--- src/sv/dsa_pkg.sv ---
// Package: shared widths, codes, table entry layout and controller/datapath links.
`timescale 1ns / 1ps
package dsa_pkg;

  localparam int SLOT_W    = 6;
  localparam int DUR_W     = 32;
  localparam int DL_W      = 40;
  localparam int COUNT_W   = 7;
  localparam int STATUS_W  = 2;
  localparam int SLOT_SPAN = 64;   // slots reachable through a SLOT_W index
  localparam logic [COUNT_W-1:0] COUNT_MAX = 7'd127;

  // Result status codes
  typedef enum logic [STATUS_W-1:0] {
    STS_ADMIT      = 2'd0,
    STS_OWN_LATE   = 2'd1,
    STS_LATER_LATE = 2'd2,
    STS_TAKEN      = 2'd3
  } status_t;

  // Controller states
  typedef enum logic [2:0] {
    ST_IDLE,
    ST_CHECK,
    ST_SCAN,
    ST_DECIDE,
    ST_UPDATE,
    ST_DONE
  } state_t;

  // One table entry: admitted duration and its current slack
  typedef struct packed {
    logic [DUR_W-1:0] duration;
    logic [DL_W-1:0]  slack;
  } entry_t;

  // Commands from controller to datapath
  typedef struct packed {
    logic load;        // capture the offered beat
    logic walk_start;  // rewind the table walk
    logic walk_en;     // advance the table walk
    logic upd_mode;    // walk lowers later slack instead of scanning
    logic reject;      // post a slot-taken result
    logic decide;      // post the test outcome, commit on admission
  } cmd_t;

  // Status from datapath to controller
  typedef struct packed {
    logic taken;       // slot out of range or already valid
    logic walk_done;   // walk issued every entry and drained
    logic pass_ok;     // both admission tests passed
  } sts_t;

endpackage

--- src/sv/dsa_ctrl.sv ---
// Controller: sequences the check, scan, decision and slack update of one offer.
`timescale 1ns / 1ps
module dsa_ctrl (
  input  logic          clk,
  input  logic          rst_n,
  input  logic          start,
  input  dsa_pkg::sts_t sts,
  output dsa_pkg::cmd_t cmd,
  output logic          busy,
  output logic          out_valid
);
  import dsa_pkg::*;

  state_t state_r;
  state_t state_nxt;

  // Hold the state register
  always_ff @(posedge clk) begin
    if (!rst_n) begin
      state_r <= ST_IDLE;
    end else begin
      state_r <= state_nxt;
    end
  end

  // Next state
  always_comb begin
    state_nxt = state_r;
    unique case (state_r)
      ST_IDLE: begin
        if (start) state_nxt = ST_CHECK;
      end
      ST_CHECK: begin
        state_nxt = sts.taken ? ST_DONE : ST_SCAN;
      end
      ST_SCAN: begin
        if (sts.walk_done) state_nxt = ST_DECIDE;
      end
      ST_DECIDE: begin
        state_nxt = sts.pass_ok ? ST_UPDATE : ST_DONE;
      end
      ST_UPDATE: begin
        if (sts.walk_done) state_nxt = ST_DONE;
      end
      ST_DONE: begin
        state_nxt = ST_IDLE;
      end
      default: begin
        state_nxt = ST_IDLE;
      end
    endcase
  end

  // Outputs
  always_comb begin
    cmd       = '0;
    busy      = 1'b1;
    out_valid = 1'b0;
    unique case (state_r)
      ST_IDLE: begin
        busy     = 1'b0;
        cmd.load = start;
      end
      ST_CHECK: begin
        cmd.reject     = sts.taken;
        cmd.walk_start = !sts.taken;
      end
      ST_SCAN: begin
        cmd.walk_en = 1'b1;
      end
      ST_DECIDE: begin
        cmd.decide     = 1'b1;
        cmd.walk_start = 1'b1;
      end
      ST_UPDATE: begin
        cmd.walk_en  = 1'b1;
        cmd.upd_mode = 1'b1;
      end
      ST_DONE: begin
        out_valid = 1'b1;
      end
      default: begin
        busy = 1'b1;
      end
    endcase
  end

endmodule

--- config.mk ---
export PLATFORM = sky130hd
export DESIGN_NAME = dsa_ctrl
export DESIGN_NICKNAME = d
export VERILOG_FILES = /design/src/sv/dsa_pkg.sv /design/src/sv/dsa_ctrl.sv
export SDC_FILE = /design/constraint.sdc
export NUM_CORES = 1
export LEC_CHECK = 0
export ABC_CLOCK_PERIOD_IN_PS = 1090
export BUFFER_PORTS_ARGS = -buffer_cell sky130_fd_sc_hd__buf_2
export CAP_MARGIN = 10
export CORE_AREA = 8 8 45 47
export DETAILED_ROUTE_END_ITERATION = 12
export DIE_AREA = 0 0 53 55
export PLACE_DENSITY = 0.51
export SETUP_SLACK_MARGIN = 0.02
export SYNTH_ARGS = -nofsm -noshare
export SYNTH_HDL_FRONTEND = slang
export SYNTH_SLANG_ARGS = --single-unit
--- constraint.sdc ---
create_clock -name clk -period 1.09 [get_ports clk]
set_input_delay 0.218 -clock clk [delete_from_list [all_inputs] [get_ports clk]]
set_output_delay 0.218 -clock clk [all_outputs]
set_load 0.05 [all_outputs]
# After elaboration in Yosys (flattened, before gate mapping)
# Index checks and enable logic that the tools add are counted.
[word_totals]
ff_bits = 3
output_inout_bits = 8
wordCells = 27
[op_classes]
n_eq_ne = 8
n_mux = 14
reduce_logical = 4
[op_table]
columns = ["operator", "count"]
rows = [
  ["$pmux W3 S5", 1],
  ["$mux W3", 4],
  ["$mux W1", 8],
  ["$eq A3 B2 Y1 const B", 2],
  ["$eq A3 B3 Y1 const B", 2],
  ["$ne A2 B2 Y1 const B", 3],
  ["$eq A3 B1 Y1 const B", 1],
  ["$logic_not A3 Y1", 1],
  ["$reduce_and A3 Y1", 1],
  ["$pmux W1 S2", 1],
  ["$reduce_or A2 Y1", 1],
  ["$logic_not A1 Y1", 1],
]

# Longest topological paths before layout
# Gate-level depths: netlist (run 1).
[logic_depth]
depth_word = 3
mapped_depth = 4
mapped_depth_nobuf = 3

# Least setup slack after synthesis (run 1)
# No wires, ideal clock.
[synth_timing]
path_kind = "reg2out"
startpoint = "register state_r[2]"
endpoint = "output port cmd[1] (netlist name)"
t_arrival_ns = 1.805
t_required_ns = 0.872
slack_ns = -0.933
path_stages_with_launch = 4
path_cell_list = "dfxtp_1 -> buf_2 -> nand2b_1 -> nor3b_1"
[synth_rtl]
columns = ["item", "line", "source"]
rows = [
  ["start: declaration", "dsa_ctrl.sv:14", "state_t state_r;"],
  ["start signal: assignment", "dsa_ctrl.sv:22", "state_r <= state_nxt;"],
  ["end: declaration", "dsa_ctrl.sv:8", "output dsa_pkg::cmd_t cmd,"],
]

==> results of run 1 <==
final timing paths:
kind	start	end	slack (ps)
worst max-delay path	state_r[2]$_SDFFE_PN0P_	cmd[5]	-320
worst max register to register	state_r[0]$_SDFFE_PN0P_	state_r[0]$_SDFFE_PN0P_	-180
worst min register to register	state_r[2]$_SDFFE_PN0P_	state_r[1]$_SDFFE_PN0P_	600
worst min-delay path	rst_n	state_r[2]$_SDFFE_PN0P_	230
cells in the final DEF, fill, tap and decap left out:
| cell type | count |
|---|---|
| nor3b_4 | 2 |
| a41o_1 | 1 |
| nor3b_2 | 1 |
| and3_4 | 2 |
| buf_8 | 3 |
| buf_2 | 6 |
| xnor2_2 | 1 |
| a21oi_4 | 1 |
| nor3b_1 | 1 |
| dfxtp_4 | 1 |
| or3_4 | 1 |
| nor2_1 | 3 |
| dfxtp_2 | 2 |
| inv_4 | 1 |
| clkbuf_1 | 1 |
| clkbuf_4 | 3 |
| a21oi_1 | 3 |
| inv_2 | 1 |
| nor2_4 | 3 |
| buf_6 | 12 |
| inv_1 | 1 |
| o21a_1 | 1 |
| o221a_2 | 1 |
| buf_4 | 6 |
| nand2b_4 | 1 |
| nand2b_1 | 2 |
| a21oi_2 | 1 |
worst reg2reg max path, cell delays in order, from the launching register on:
cell and delay (ps):
dfxtp_4 370, buf_6 120, inv_4 30, buf_6 100
buf_6 100, a41o_1 220, o221a_2 220
logic make-up after synthesis:
| group | synth area share [%] |
|---|---|
| DFF | 25.7 |
| AOI/OAI and AO/OA | 23.0 |
| buffers and inverters | 9.09 |
| and+or+nand+nor | 38.5 |
| xor gates and xnor gates | 3.74 |
per-layer routing:
layer	track usage [%]	part of all wire, %	vias to the layer above	routed length [um]
met5	0	0	-	0
met4	6.47	2.4	0	21
met3	2.41	8.3	2	73
met2	10.4	51	10	448
met1	5.46	38	154	333
li1	-	-	172	-
final cells by class:
type	instances	area, um2	area share, %
sequential	3	66.3	10.5
multi-input combinational	25	248	39.4
clock buffer	4	26.3	4.17
inverter	3	13.8	2.19
timing repair buffer	27	255	40.6
tap	16	20.0	3.18
power breakdown:
part	internal (mW)	switching, mW	total (mW)
sequential	0.129	0.0195	0.149
combinational	0.278	0.307	0.585
clock	0.137	0.0604	0.198
per-stage QoR:
| step | utilization [%] | power [mW] | hold slack (ps) | worst slack (ps) |
|---|---|---|---|---|
| 5_1_grt | 45.5 | 0.976 | 236 | -356 |
| 3_3_place_gp | 31.3 | 0.570 | 471 | -170 |
| 3_5_place_dp | 31.3 | 0.570 | 466 | -187 |
| 6_report | 45.5 | 0.931 | 226 | -324 |
| 4_1_cts | 40.5 | 0.874 | 229 | -335 |
| 2_1_floorplan | - | 0.461 | 336 | -350 |
timing repair:
item / CTS / global route
buffers inserted: 3 / 3
gates resized for setup: 25 / 15
endpoints found under the setup margin: 10 / 11
pin swaps: 6 / 5
==> results.json, run 1 <==
{
  "critPathArrivalTime_ps": 1200,
  "numCtsBuffers": 3,
  "die_h_um": 55,
  "wire_per_inst_um": 11.2,
  "nets": 69,
  "synth_top_area_share_pct": 25.7,
  "netlist_top_cells_count": "nor2_1, a21oi_1, nor3b_1",
  "htreeDepth": 1,
  "dp_cells": 69,
  "syn_area_um2": 234,
  "syn_to_final_growth_pct": 169,
  "syn_area_per_cell_um2": 7.09,
  "synthCells": 33,
  "initial_core_util_pct": 16.9,
  "startpoint_type": "flop",
  "yosysMostFrequentCell": "nor2_1",
  "power_leakage_nw": 0.271,
  "insertion_delay_ps": 240,
  "ys_ff_latch": 3,
  "grt_first_pass_wirelength_um": 1300,
  "diodes": 0,
  "die_x_um": 53,
  "viasPerCell": 4.33,
  "place_hpwl_um": 648,
  "cts-hold-fix-buffers": 0,
  "violations": "negative setup slack",
  "synthDistinctLibCells": 13,
  "hold_viol": 0,
  "cp.required_ps": 870,
  "final_cell_count_no_fill": 78,
  "finalCriticalPeriod_ps": 1410,
  "drt_iter0_markers": 0,
  "slew_headroom_pct": 83.4,
  "setup_viol_count_final": 11,
  "synth_largest_area_cell": "dfxtp_1",
  "rsz0062_at_grt": "yes",
  "ys.flop_type": "dfxtp_1",
  "worst_pin_slew_ps": 251,
  "layout_setup_ws_ps": -324,
  "vias": 338,
  "grt.total_usage_pct": 6.17,
  "grt_overflow": 0,
  "drtPass1Iterations": 1,
  "fp-row-count": 14,
  "postRouteWirelength_um": 876,
  "fin_skew_ps": 0.389,
  "clock.fmax_mhz": 707,
  "cp_num_cells": 3,
  "drive_above_1_share_pct": 79.0,
  "num-fill-cells": 132,
  "path_clk_slew_ps": 30,
  "synth_area_leaders": "dfxtp_1, nor3b_1, a21oi_1",
  "biggestRegsByFlops": "state_r x3",
  "drv_cap": 0,
  "largest_register": "state_r",
  "cts_sinks": 3,
  "placed_area_um2": 433,
  "fin_tns_setup_ps": -2150,
  "min_period_over_period_pct": 130,
  "critPathMaxStageDelay_ps": 390,
  "io_buffers": 13,
  "status": "complete, but fails checks",
  "grt_pass1_vias": 324,
  "slowest_stage": "or3_4",
  "cts_tree": "built",
  "cellPowerDensity_nw_per_um2": 1480,
  "irDropWorstVdd_mv": 0.467,
  "async_reset_ff_share_pct": 0,
  "cts_max_path_buffers": 2,
  "core-area_um2": 1380,
  "root_buffer": "clkbuf_4",
  "r2r_cells": 6,
  "antenna_found_initial": 0,
  "synth_edf_count": 0,
  "drc": 0,
  "min_delay_path_depth": 2,
  "critPathKind": "flop to primary output",
  "cp_cell_sequence": "or3_4, nor2_4, buf_6",
  "grt_max_degree": 10,
  "critPathTopFamily": "simple AND/OR/NAND/NOR gates",
  "io_pins": 14,
  "final_cell_area_um2": 629,
  "gp_congestion": 0.758,
  "syn_nets": 39,
  "hp-class": "primary input to flop",
  "synth-seq-area-share_pct": 25.7,
  "crit_fanout": 3,
  "crit_buf_inv": 1,
  "ys_warn_count": 0,
  "largest_reg_flops": 3,
  "antenna_left": 0,
  "dieArea_um2": 2920,
  "drv_slew": 0,
  "cp-end-kind": "primary output"
}
Power figures use the tool's default switching activity.
==> inputs of run 2 (changes only) <==
- SKIP_CTS_REPAIR_TIMING: not set -> 1
==> run 2 against run 1 <==
  * Register-to-register slack improved by 140 ps
  * First-iteration DRC count up 11
  * Count of clock-buffer cells in the layout did not move
  * Sequential share of layout area grew 1.6 points
  * Critical path depth unchanged
  * Non-clock buffer count fell by 4
  * Via count decreased by 2.1%
  * Clock power down 4%
  * Setup slack lost 10 ps
  * Power is 8.5% lower
  * Final cell count down 5.1%
  * Routed wire length is 2.2% lower
  * The run still ends with negative setup slack left
  * Critical path type unchanged
  * Highest routed layer unchanged
==> results.json, run 2 (synthesis gave the netlist of run 1 again) <==
{
  "dieArea_um2": 2920,
  "grt_overflow": 0,
  "p_sw_uw": 362,
  "htreeDepth": 1,
  "crit_fanout": 3,
  "drive_above_1_share_pct": 75.9,
  "fp-row-count": 14,
  "crit_buf_inv": 1,
  "syn_to_final_growth_pct": 142,
  "critPathKind": "flop to primary output",
  "io_pins": 14,
  "insertion_delay_ps": 230,
  "postRouteWirelength_um": 857,
  "grt_pass1_vias": 315,
  "drv_slew": 0,
  "io_buffers": 13,
  "antenna_left": 0,
  "wire_per_inst_um": 11.6,
  "antenna_found_initial": 0,
  "netSwitchingFraction_pct": 42.4,
  "internal_power_uw": 490,
  "gp_congestion": 0.758,
  "irDropWorstVdd_mv": 0.391,
  "rsz0062_at_grt": "yes",
  "hp-class": "primary input to flop",
  "grt.total_usage_pct": 5.68,
  "slew_headroom_pct": 83.4,
  "violations": "negative setup slack",
  "grt_first_pass_wirelength_um": 1200,
  "power_leakage_nw": 0.245,
  "num-fill-cells": 139,
  "biggestRegsByFlops": "state_r x3",
  "largest_register": "state_r",
  "die_h_um": 55,
  "worst_pin_slew_ps": 251,
  "layout_setup_ws_ps": -334,
  "combinationalPowerShare_pct": 60.6,
  "fin_skew_ps": 0.333,
  "diodes": 0,
  "path_clk_slew_ps": 30,
  "drc": 0,
  "nets": 65,
  "min_period_over_period_pct": 131,
  "pwr-share-seq_pct": 17.1,
  "p_clk_share_pct": 22.3,
  "cts_max_path_buffers": 2,
  "cts_sinks": 3,
  "critPathTopFamily": "simple AND/OR/NAND/NOR gates",
  "fin_tns_setup_ps": -2070,
  "critPathArrivalTime_ps": 1210,
  "status": "complete, but fails checks",
  "largest_reg_flops": 3,
  "cp-end-kind": "primary output",
  "drt_iter0_markers": 11,
  "drtPass1Iterations": 4,
  "critPathMaxStageDelay_ps": 380,
  "die_x_um": 53,
  "slowest_stage": "or3_4",
  "final_cell_count_no_fill": 74,
  "cts_tree": "built",
  "dp_cells": 69,
  "grt_max_degree": 10,
  "startpoint_type": "flop",
  "clock.fmax_mhz": 702,
  "root_buffer": "clkbuf_4",
  "cellPowerDensity_nw_per_um2": 1500,
  "viasPerCell": 4.47,
  "place_hpwl_um": 648,
  "numCtsBuffers": 3,
  "setup_viol_count_final": 10,
  "finalCriticalPeriod_ps": 1420,
  "final_common_cell": "buf_4",
  "drv_cap": 0,
  "cp.required_ps": 870,
  "final_cell_mix": "buf_4, buf_6, buf_2",
  "vias": 331,
  "hold-worst-slack_ps": 234,
  "cp_cell_sequence": "or3_4, nor2_4, buf_6",
  "hold_viol": 0,
  "initial_core_util_pct": 16.9,
  "core-area_um2": 1380
}
[run 2: worst paths after layout]
kind / start / to / slack, ps / depth (start not counted)
setup / recovery: state_r[1]$_SDFFE_PN0P_ / cmd[5] / -330 / 3
hold / removal: rst_n / state_r[2]$_SDFFE_PN0P_ / 230 / 2
setup reg to reg: state_r[1]$_SDFFE_PN0P_ / state_r[0]$_SDFFE_PN0P_ / -40 / 4
hold reg to reg: state_r[2]$_SDFFE_PN0P_ / state_r[1]$_SDFFE_PN0P_ / 600 / 2
[run 2: routing by layer]
metal  wire [um]  vias up  global-route usage [%]
li1            -      163                       -
met1         319      151                    5.15
met5           0        -                       0
met2         438       15                    8.98
met4          10        0                    7.33
met3          89        2                    1.87
[run 2: power by group through the flow]
stage / logic [mW] / clock network, mW / registers [mW]
after CTS: 0.429 / 0.199 / 0.141
final: 0.516 / 0.190 / 0.146
after global routing: 0.542 / 0.209 / 0.147
after floorplan: 0.314 / 0 / 0.146
after global placement: 0.429 / 0 / 0.141
after detailed placement: 0.428 / 0 / 0.142
[run 2: area by class of cell]
cell class              instances  area, um2  share of cell area [%]
multi-input cells              25        236                    41.7
well taps                      16       20.0                    3.53
clock buffers                   4       26.3                    4.64
inverters                       3       16.3                    2.87
flip-flops and latches          3       68.8                    12.1
repair buffers                 23        199                    35.1
[run 2: stage by stage]
step / util [%] / power [mW] / instance area, um2 / setup slack, ps
3_5_place_dp: 31.3 / 0.570 / 433 / -187
3_3_place_gp: 31.3 / 0.570 / 433 / -170
6_report: 41.0 / 0.852 / 567 / -334
5_1_grt: 41.0 / 0.898 / 567 / -377
4_1_cts: 33.2 / 0.769 / 459 / -436
2_1_floorplan: - / 0.461 / 303 / -350
==> inputs of run 3 (changes only) <==
- ABC_CLOCK_PERIOD_IN_PS: 1090 -> 1670
- HOLD_SLACK_MARGIN: not set -> 0.1
- PLACE_DENSITY: 0.51 -> 0.49
- clock period: 1.09 -> 1.67 ns (I/O delays scaled with it)
==> run 3 against run 2 <==
  * The run now ends clean
  * Sequential power down 33%
  * Power down 48%
  * Core utilization down 13 points
  * Cell area down 33%
  * Worst hold slack better by 110 ps
  * Setup slack better by 430 ps
  * Global-route usage down 0.27 points
  * Combinational power down 56%
  * Non-clock buffer count down 8
==> results.json, run 3 (synthesis gave the netlist of run 1 again) <==
{
  "placed_area_um2": 345,
  "crit_start": "state_r[1]$_SDFFE_PN0P_",
  "grt.total_usage_pct": 5.40,
  "drtPass1Iterations": 4,
  "gp_congestion": 0.699,
  "insertion_delay_ps": 230,
  "startpoint_type": "flop",
  "drt_iter0_markers": 6,
  "drv_cap": 0,
  "num-fill-cells": 158,
  "status": "finished clean",
  "drv_slew": 0,
  "cts_max_path_buffers": 2,
  "cts_sinks": 3,
  "crit_fanout": 4,
  "initial_core_util_pct": 16.9,
  "syn_to_final_growth_pct": 63.1,
  "grt_pass1_vias": 267,
  "viasPerCell": 4.27,
  "cp.required_ps": 1340,
  "multiInputGateArea_um2": 174,
  "min_period_over_period_pct": 94.2,
  "drc": 0,
  "crit_buf_inv": 1,
  "post-layout-total-power_uw": 447,
  "worst_pin_slew_ps": 260,
  "fp-row-count": 14,
  "critPathTopFamily": "simple AND/OR/NAND/NOR gates",
  "path_clk_slew_ps": 40,
  "die_h_um": 55,
  "cp-end-kind": "primary output",
  "largest_reg_flops": 3,
  "fin_skew_ps": 1.86,
  "core-area_um2": 1380,
  "holdPathEnd": "state_r[2]$_SDFFE_PN0P_",
  "slew_headroom_pct": 82.8,
  "cellPowerDensity_nw_per_um2": 1170,
  "root_buffer": "clkbuf_4",
  "postRouteWirelength_um": 713,
  "io_pins": 14,
  "grt_max_degree": 10,
  "htreeDepth": 1,
  "rsz0062_at_grt": "no",
  "biggestRegsByFlops": "state_r x3",
  "final_cell_mix": "buf_2, nor2_1, a21oi_1, clkbuf_4",
  "slowest_stage": "or3_4",
  "finalCriticalPeriod_ps": 1570,
  "final_common_cell": "buf_2",
  "grt_first_pass_wirelength_um": 1100,
  "cp_cell_sequence": "or3_4, nor2_4, buf_6",
  "min_delay_path_depth": 2,
  "critPathArrivalTime_ps": 1240,
  "cts_tree": "built",
  "clock.fmax_mhz": 636,
  "critPathKind": "flop to primary output",
  "hold_viol": 0,
  "power_leakage_nw": 0.186,
  "critPathMaxStageDelay_ps": 410,
  "hp-class": "primary input to flop",
  "grt_overflow": 0,
  "dieArea_um2": 2920,
  "final_cell_area_um2": 382,
  "wire_per_inst_um": 10.8,
  "place_hpwl_um": 577,
  "irDropWorstVdd_mv": 0.422,
  "nets": 57,
  "io_buffers": 13,
  "fin_tns_setup_ps": 0,
  "r2r_cells": 4,
  "die_x_um": 53,
  "reg2reg_to": "state_r[0]$_SDFFE_PN0P_",
  "drive_above_1_share_pct": 48.0,
  "regToRegSetupSlack_ps": 510,
  "antenna_found_initial": 0,
  "vias": 282,
  "seqCellArea_um2": 61.3,
  "rr_startpoint": "state_r[2]$_SDFFE_PN0P_",
  "largest_register": "state_r",
  "diodes": 0,
  "setup_viol_count_final": 0,
  "antenna_left": 0,
  "min_from": "rst_n",
  "numCtsBuffers": 3
}
## run 3: cell count changes in the layout (fill, tap and decap cells not counted), sizes merged
cell | before | now
clkbuf | 4 | 5
buf | 23 | 14
## run 3: worst max path at each step
| stage | endpoint | slack, ps | depth (start not counted) |
|---|---|---|---|
| global route | cmd[1] | 30 | 3 |
| detailed placement | cmd[5] | 240 | 3 |
| floorplan | cmd[1] | -4 | 3 |
| finish | cmd[5] | 100 | 3 |
| global placement | cmd[5] | 240 | 3 |
| CTS | cmd[5] | -10 | 3 |
## run 3: layout make-up
class	count	area share [%]
Tap cell	16	5.25
Timing Repair Buffer	15	23.3
Clock buffer	4	6.89
Sequential cell	3	16.1
Multi-Input combinational cell	25	45.6
Inverter	3	2.95
## run 3: where the power goes
part           leakage (nW)  total [mW]  switching, mW  internal [mW]
Sequential           0.0249      0.0972         0.0147         0.0825
Clock                0.0150       0.123         0.0342         0.0893
Combinational         0.146       0.226          0.148         0.0777
## run 3: metrics by stage
step | setup slack, ps | util [%] | hold WS, ps | std cells
floorplan | -4.10 | - | 452 | 33
global placement | 243 | 25.0 | 529 | 62
detailed placement | 243 | 25.0 | 515 | 62
CTS | -12.1 | 26.9 | 342 | 66
global route | 30.9 | 27.6 | 350 | 66
finish | 97.7 | 27.6 | 347 | 66
## run 3: layer usage
layer  vias up  GRT usage, %  wire (um)
met5         -             0          0
met3         0          4.55         81
met2        11          6.64        306
li1        147             -          -
met4         0          3.88          0
met1       124          5.91        325
